`src/lphm_pkg.sv`:
```
// ----------------------------------------------------------------------------
// lphm_pkg: shared types and constants for the linear-probing hash table
// Status and action codes, hash and load constants and the transaction record passed front to back.
// ----------------------------------------------------------------------------
package lphm_pkg;

  localparam logic [63:0] MIX_C1 = 64'hff51afd7ed558ccd;
  localparam logic [63:0] MIX_C2 = 64'hc4ceb9fe1a85ec53;
  localparam int unsigned MIX_SHIFT = 33;
  localparam int unsigned LOAD_NUM = 7;
  localparam int unsigned LOAD_DEN = 10;

  localparam logic [2:0] ST_INSERTED = 3'd0;
  localparam logic [2:0] ST_UPDATED  = 3'd1;
  localparam logic [2:0] ST_HIT      = 3'd2;
  localparam logic [2:0] ST_MISS     = 3'd3;
  localparam logic [2:0] ST_FULL     = 3'd4;

  localparam logic ACT_PUT = 1'b0;
  localparam logic ACT_GET = 1'b1;

  // Hashed transaction handed from the front part to the probe engine.
  // The start slot is kept at full hash width; the back part keeps low bits.
  typedef struct packed {
    logic        action;
    logic [63:0] key;
    logic [63:0] value;
    logic [63:0] hash;
  } lphm_job_t;

endpackage

```
`src/lphm_queue.sv`:
```
// ----------------------------------------------------------------------------
// lphm_queue: small FIFO between hash front and probe engine
// Two entries; lets the hash pipe keep moving while a long probe runs.
// ----------------------------------------------------------------------------
module lphm_queue (
  input  logic               clk,
  input  logic               rst,
  input  logic               wr_valid,
  output logic               wr_stall,
  input  lphm_pkg::lphm_job_t wr_data,
  output logic               rd_valid,
  input  logic               rd_stall,
  output lphm_pkg::lphm_job_t rd_data
);
  import lphm_pkg::*;

  lphm_job_t mem [2];
  logic      wp, rp;
  logic [1:0] cnt;
  logic      wr_en, rd_en;

  assign wr_stall = (cnt == 2'd2);
  assign rd_valid = (cnt != 2'd0);
  assign wr_en    = wr_valid && !wr_stall;
  assign rd_en    = rd_valid && !rd_stall;
  assign rd_data  = mem[rp];

  always_ff @(posedge clk) begin
    if (rst) begin
      wp  <= 1'b0;
      rp  <= 1'b0;
      cnt <= 2'd0;
    end else begin
      if (wr_en) wp <= !wp;
      if (rd_en) rp <= !rp;
      cnt <= cnt + {1'b0, wr_en} - {1'b0, rd_en};
    end
  end

  always_ff @(posedge clk) begin
    if (wr_en) mem[wp] <= wr_data;
  end

endmodule

```
`config.mk`:
```
export PLATFORM = sky130hd
export DESIGN_NAME = lphm_queue
export DESIGN_NICKNAME = d
export VERILOG_FILES = /design/src/lphm_pkg.sv /design/src/lphm_queue.sv
export SDC_FILE = /design/constraint.sdc
export NUM_CORES = 1
export LEC_CHECK = 0
export ABC_AREA = 1
export ABC_CLOCK_PERIOD_IN_PS = 12600
export BUFFER_PORTS_ARGS = -buffer_cell sky130_fd_sc_hd__buf_4
export CAP_MARGIN = 20
export CORE_MARGIN = 2
export CORE_UTILIZATION = 40
export DETAILED_ROUTE_END_ITERATION = 7
export PLACE_DENSITY_LB_ADDON = 0.2
export SETUP_SLACK_MARGIN = 0.4
export SLEW_MARGIN = 15
export SYNTH_ARGS = -nofsm -noshare
export SYNTH_HDL_FRONTEND = slang
export SYNTH_SLANG_ARGS = --single-unit
export TNS_END_PERCENT = 1
```
`constraint.sdc`:
```
create_clock -name clk -period 12.6 [get_ports clk]
set_input_delay 1.26 -clock clk [delete_from_list [all_inputs] [get_ports clk]]
set_output_delay 1.26 -clock clk [all_outputs]
set_load 0.01 [all_outputs]
```
==> out/metrics.cfg, run 1 <==
[clock_tree]
root_buffer = clkbuf_16
path_clk_slew_ps = 60
post_cts_buffers = 0
cts_buffers = 41
clock_path_buffers = 3
clock_sinks = 391
hold_buffers = 0
cts_tree = done
htreeDepth = 2
insertion_delay_ps = 510
ctsResizeCount = 0

[synthesis]
seq_area_frac_synth_pct = 82.2
syn_area_um2 = 14200
syn_nets = 837
avgSynthCellArea_um2 = 22.3
synthDistinctLibCells = 12
ys_ff_latch = 391
ys.warnings.count = 0
postSynthCellCount = 638

[finish]
final_common_cell = buf_4
area_delta_synth_final_pct = 31.7
diodes = 0
multiInputGateArea_um2 = 2290
final_cell_mix = 397 x buf_4, 386 x edfxtp_1, 193 x mux2_2
post-route-util_pct = 53.1
fin_nets = 1256
fin_cells = 1541
area.sequential_um2 = 11700
nFillCells = 2869
layout-drive-gt1-share_pct = 58.9
design_area_um2 = 18700

[place]
dp.cells = 1475
place_congestion = 0.736
pre_cts_ws_ps = 8600
port_buffers = 391
placed_cell_area_um2 = 17600
post-dp-hpwl_um = 18600

[floorplan]
io_pins = 392
start_util_pct = 40.3
die-area_um2 = 37100
die_w_um = 193
core_um2 = 35300
die_h_um = 193
rows = 69

[pwr]
p_leak_nw = 6.93
power_switching_mw = 0.938
swShare_pct = 25.7
power_frac_seq_pct = 46.6
vdd_drop_max_mv = 0.140
p_clk_share_pct = 28.9
power_mw = 3.65
power_density_nw_per_um2 = 195
combinationalPowerShare_pct = 24.5
p_int_mw = 2.72

[setup_path]
cp-end-kind = primary output
r2r.worst_path.cells = 6
cpMaxStageDelayCell = buf_4
critical_path_arrival_ps = 2930
startpoint_type = flip-flop
r2r-start = cnt[0]
r2r_slack_ps = 9450
crit_top_cell = buf_4
slowest_delay_ps = 870
critPathMaxFanout = 69
r2r-end = mem[0][154]
path_cells = buf_4 -> mux2_2 -> buf_4
cp.required_ps = 11340
critPathKind = flip-flop to primary output

[global_routing]
grt_start_max_net_pins = 126
grt-ovfl-total = 0
grtUsageTotal_pct = 14.7
grt_pass1_wl_um = 41400
grt_pass1_vias = 7340
antenna_found_initial = 0

[run_status]
status = complete, no violations

[detailed_routing]
drt-total-wl_um = 29000
ant_nets = 0
drtIter0Drc = 334
dr_total_vias = 7271
avgViaCountPerCell = 4.72
drt-wirelength-per-cell_um = 18.8
dr.pass1.iters = 4
drcViolationCount = 0

[worst_hold_path]
min_from = rp
whs_path_depth = 2
worstHoldPathType = flip-flop to flip-flop

[timing]
hold_viol_final = 0
worst_slew_pin_slew_ps = 1030
max_slew_margin_pct = 31.3
tns_ps = 0
holdWs_ps = 509
min_period_over_period_pct = 33.2
max_clock_freq_ghz = 0.239
rsz0062_at_grt = no
setup_violations = 0
skew_ps = 11.3
timing.final.crit_period_ps = 4190
slew_violations = 0
worst_slack_ps = 8410

[flow_run]
max-cap-violations = 0

==> metal layers <==
layer | vias up | GRT usage, % | share of wire, %
met5 | - | 0 | 0
met4 | 0 | 3.76 | 1.7
met3 | 38 | 6.44 | 11
met2 | 297 | 23.8 | 47
met1 | 3575 | 17.9 | 40
li1 | 3361 | - | -
==> worst max path at each step <==
stage	start	to	slack, ps	cells past startpoint
after floorplan	wr_valid	mem[0][0]	2520	2
after global placement	wr_valid	mem[0][154]	8560	5
after detailed placement	wr_valid	mem[0][154]	8600	5
after CTS	flip-flop	rd_data[64]	8390	3
after global routing	flip-flop	rd_data[143]	8270	3
final	flip-flop	rd_data[143]	8410	3
==> cells in the mapped netlist <==
| library cell | n | share of area [%] |
|---|---|---|
| inv_1 | 9 | 0.24 |
| dfxtp_1 | 5 | 0.70 |
| buf_6 | 17 | 1.3 |
| a21oi_1 | 2 | 0.070 |
| mux2_2 | 193 | 15 |
| ha_1 | 2 | 0.18 |
| edfxtp_1 | 386 | 81 |
| nor2_1 | 9 | 0.24 |
| nand2_1 | 8 | 0.21 |
| buf_2 | 2 | 0.070 |
| buf_4 | 2 | 0.11 |
| nand3_1 | 3 | 0.11 |
==> area by class of cell <==
class | count | area share, %
Clock buffer | 53 | 5.72
Clock inverter | 13 | 0.407
Inverter | 9 | 0.220
Multi-Input combinational cell | 217 | 12.2
Sequential cell | 391 | 62.4
Tap cell | 461 | 3.08
Timing Repair Buffer | 397 | 15.9
==> state kept, by name (all words and copies together) (netlist names), named ones only <==
register and flops:
mem 386, cnt 2, rp 1, wp 1
==> logic make-up (layout without fill, tap and decap cells) <==
kind of cell | count (synthesis) | count (layout) | synth area share [%]
buf+inv | 30 | 472 | 1.76
compound gates | 2 | 2 | 0.0704
simple gates | 20 | 20 | 0.554
flops | 391 | 391 | 82.2
mux | 193 | 193 | 15.3
fa+ha+maj | 2 | 2 | 0.176
==> worst max-delay path: cells and delay by family, from the launching register on <==
kind	cells	cell delay [ps]
flip-flops	1	830
multiplexers	1	460
buffers and inverters	2	1030
==> power by group through the flow <==
| stage | registers, mW | logic (mW) | clock network (mW) |
|---|---|---|---|
| 6_report | 1.70 | 0.896 | 1.06 |
| 5_1_grt | 1.72 | 0.966 | 1.13 |
| 4_1_cts | 1.70 | 0.914 | 1.08 |
| 3_5_place_dp | 1.73 | 0.909 | 0 |
| 3_3_place_gp | 1.72 | 0.910 | 0 |
| 2_1_floorplan | 1.75 | 0.507 | 0 |
(Power assumes the default switching activity.)
==> run 2: changes to the inputs <==
--- a/config.mk
+++ b/config.mk
@@ -6,7 +6,7 @@
 export NUM_CORES = 1
 export LEC_CHECK = 0
 export ABC_AREA = 1
-export ABC_CLOCK_PERIOD_IN_PS = 12600
+export ABC_CLOCK_PERIOD_IN_PS = 3650
 export BUFFER_PORTS_ARGS = -buffer_cell sky130_fd_sc_hd__buf_4
 export CAP_MARGIN = 20
 export CORE_MARGIN = 2
==> constraint.sdc (replaced) <==
create_clock -name clk -period 3.65 [get_ports clk]
set_input_delay 0.365 -clock clk [delete_from_list [all_inputs] [get_ports clk]]
set_output_delay 0.365 -clock clk [all_outputs]
set_load 0.01 [all_outputs]
==> run 2 against run 1 <==
Combinational power grew to 3.8 times the previous value. First-iteration DRC count rose by 4.5%. Cell area grew 12%. Global-route usage grew 1.7 points. Clock skew up 11 ps. Clock power rose to 3.8 times the previous value. Critical endpoint is now rd_data[69]. Largest power group unchanged.
==> out/metrics.cfg, run 2 (synthesized netlist as in run 1, its figures left out) <==
[run_status]
status = complete, no violations  ; unchanged

[floorplan]
die_h_um = 193  ; unchanged
die_w_um = 193  ; unchanged
io_pins = 392  ; unchanged
start_util_pct = 40.3  ; unchanged
core_um2 = 35300  ; unchanged
rows = 69  ; unchanged
die-area_um2 = 37100  ; unchanged

[timing]
worst_slew_pin_slew_ps = 863  ; was 1030 ps
slew_violations = 0  ; unchanged
max_clock_freq_ghz = 0.372
skew_ps = 22.1  ; was 11.3 ps
timing.final.crit_period_ps = 2690
holdWs_ps = 44.8  ; was 509 ps
worst_slack_ps = 964  ; was 8410 ps
setup_violations = 0  ; unchanged
hold_viol_final = 0  ; unchanged
min_period_over_period_pct = 73.6
max_slew_margin_pct = 42.3  ; was 31.3%
rsz0062_at_grt = no  ; unchanged
tns_ps = 0  ; unchanged

[setup_path]
startpoint_type = flip-flop  ; unchanged
path_cells = buf_4 -> mux2_2 -> buf_4  ; unchanged
critPathKind = flip-flop to primary output  ; unchanged
critical_path_arrival_ps = 2320  ; was 2930 ps
slowest_delay_ps = 810  ; was 870 ps
cp_top_family = flip-flops  ; was buffers and inverters
cp-end-kind = primary output  ; unchanged
r2r.worst_path.cells = 4  ; was 6
crit_top_cell = buf_4  ; unchanged
r2r-start = cnt[1]  ; was cnt[0]
critical_path_buf_inv_count = 2  ; unchanged
critPathMaxFanout = 45  ; was 69
r2r-end = mem[1][61]  ; was mem[0][154]
cpMaxStageDelayCell = dfxtp_4  ; was buf_4
r2r_slack_ps = 1490  ; was 9450 ps
cp.required_ps = 3280  ; was 11340 ps

[finish]
post-route-util_pct = 59.4  ; was 53.1%
final_common_cell = buf_4  ; unchanged
fin_nets = 1458  ; was 1256
area_delta_synth_final_pct = 47.5  ; was 31.7%
nFillCells = 2667  ; was 2869
fin_cells = 1752  ; was 1541
layout-drive-gt1-share_pct = 51.3  ; was 58.9%
largest_register = mem  ; unchanged
area.sequential_um2 = 11700  ; about the same
multiInputGateArea_um2 = 2300  ; was 2290 µm²
largest_register_ffs = 386  ; unchanged
final_cell_mix = 398 x buf_4, 386 x edfxtp_1, 193 x mux2_2, 193 x dlygate4sd3_1, 45 x clkbuf_16  ; was 397 x buf_4, 386 x edfxtp_1, 193 x mux2_2
top_regs = mem x386, cnt x2  ; unchanged

[detailed_routing]
drt-wirelength-per-cell_um = 17.9  ; was 18.8 µm
ant_nets = 0  ; unchanged
drtIter0Drc = 349  ; was 334
dr_total_vias = 8016  ; was 7271
drcViolationCount = 0  ; unchanged
drt-total-wl_um = 31400  ; was 29000 µm
dr.pass1.iters = 4  ; unchanged
avgViaCountPerCell = 4.58  ; was 4.72

[pwr]
power_density_nw_per_um2 = 632  ; was 195 nW/µm²
p_leak_nw = 7.88  ; was 6.93 nW
vdd_drop_max_mv = 0.426  ; was 0.140 mV

[global_routing]
grt_start_max_net_pins = 94  ; was 126
grt-ovfl-total = 0  ; unchanged
antenna_found_initial = 1  ; was 0
grt_pass1_vias = 8437  ; was 7340
grt_pass1_wl_um = 45800  ; was 41400 µm
grtUsageTotal_pct = 16.3  ; was 14.7%

[clock_tree]
hold_buffers = 193  ; was 0
root_buffer = clkbuf_16  ; unchanged
post_cts_buffers = 0  ; unchanged
cts_buffers = 42  ; was 41
htreeDepth = 2  ; unchanged
clock_sinks = 391  ; unchanged
insertion_delay_ps = 560  ; was 510 ps
clock_path_buffers = 3  ; unchanged
ctsResizeCount = 0  ; unchanged
path_clk_slew_ps = 60  ; about the same
cts_tree = done  ; unchanged

[worst_hold_path]
hold_path_end = mem[1][0]
worstHoldPathType = primary input to flip-flop  ; was flip-flop to flip-flop
whs_path_depth = 1  ; was 2
min_from = wr_data[0]  ; was rp

[place]
pre_cts_ws_ps = 1450  ; was 8600 ps
place_congestion = 0.768  ; was 0.736
port_buffers = 391  ; unchanged
dp.cells = 1483  ; was 1475
post-dp-hpwl_um = 19700  ; was 18600 µm

[flow_run]
max-cap-violations = 0  ; unchanged

run 2: worst max-delay path by stage:
| stage | from | endpoint | slack, ps | cells past startpoint |
|---|---|---|---|---|
| floorplan | cnt[0] | mem[0][0] | -150 | 4 |
| global placement | wr_valid | mem[1][94] | 1480 | 4 |
| detailed placement | wr_valid | mem[1][96] | 1450 | 4 |
| CTS | flip-flop | rd_data[155] | 860 | 3 |
| global route | flip-flop | rd_data[107] | 830 | 3 |
| finish | flip-flop | rd_data[69] | 960 | 3 |
run 2: metrics by stage:
| stage | instance area (µm²) | power (mW) |
|---|---|---|
| after global placement | 17700 | 9.17 |
| after floorplan | 14300 | 7.69 |
| after CTS | 21000 | 13.4 |
| after detailed placement | 17700 | 9.20 |
| final | 21000 | 13.3 |
| after global routing | 21000 | 13.9 |
run 2: worst register-to-register path, delay by kind of cell (launching register included):
kind                   cells  cell delay (ps)
buffers and inverters      2             1170
and+or+nand+nor            2              210
DFF                        1              390
run 2: where the power goes:
group / switching [mW] / total (mW) / internal [mW] / leakage (nW)
clock: 1.64 / 4.02 / 2.38 / 0.645
sequential: 0.194 / 5.88 / 5.68 / 3.65
combinational: 1.59 / 3.37 / 1.78 / 3.59
run 2: cell type report:
type / count / share of cell area, %
multi-input cells: 217 / 11.0
clock inverters: 21 / 0.715
repair buffers: 598 / 24.1
inverters: 9 / 0.179
well taps: 461 / 2.75
diodes: 1 / 0.0119
flip-flops and latches: 391 / 55.7
clock buffers: 54 / 5.53
run 2: metal layers:
metal	vias up	part of all wire, %	global-route usage (%)
met5	-	0	0
met4	0	1.7	5.08
met3	37	9.3	6.49
met2	289	49	26.6
met1	3915	40	19.9
li1	3775	-	-
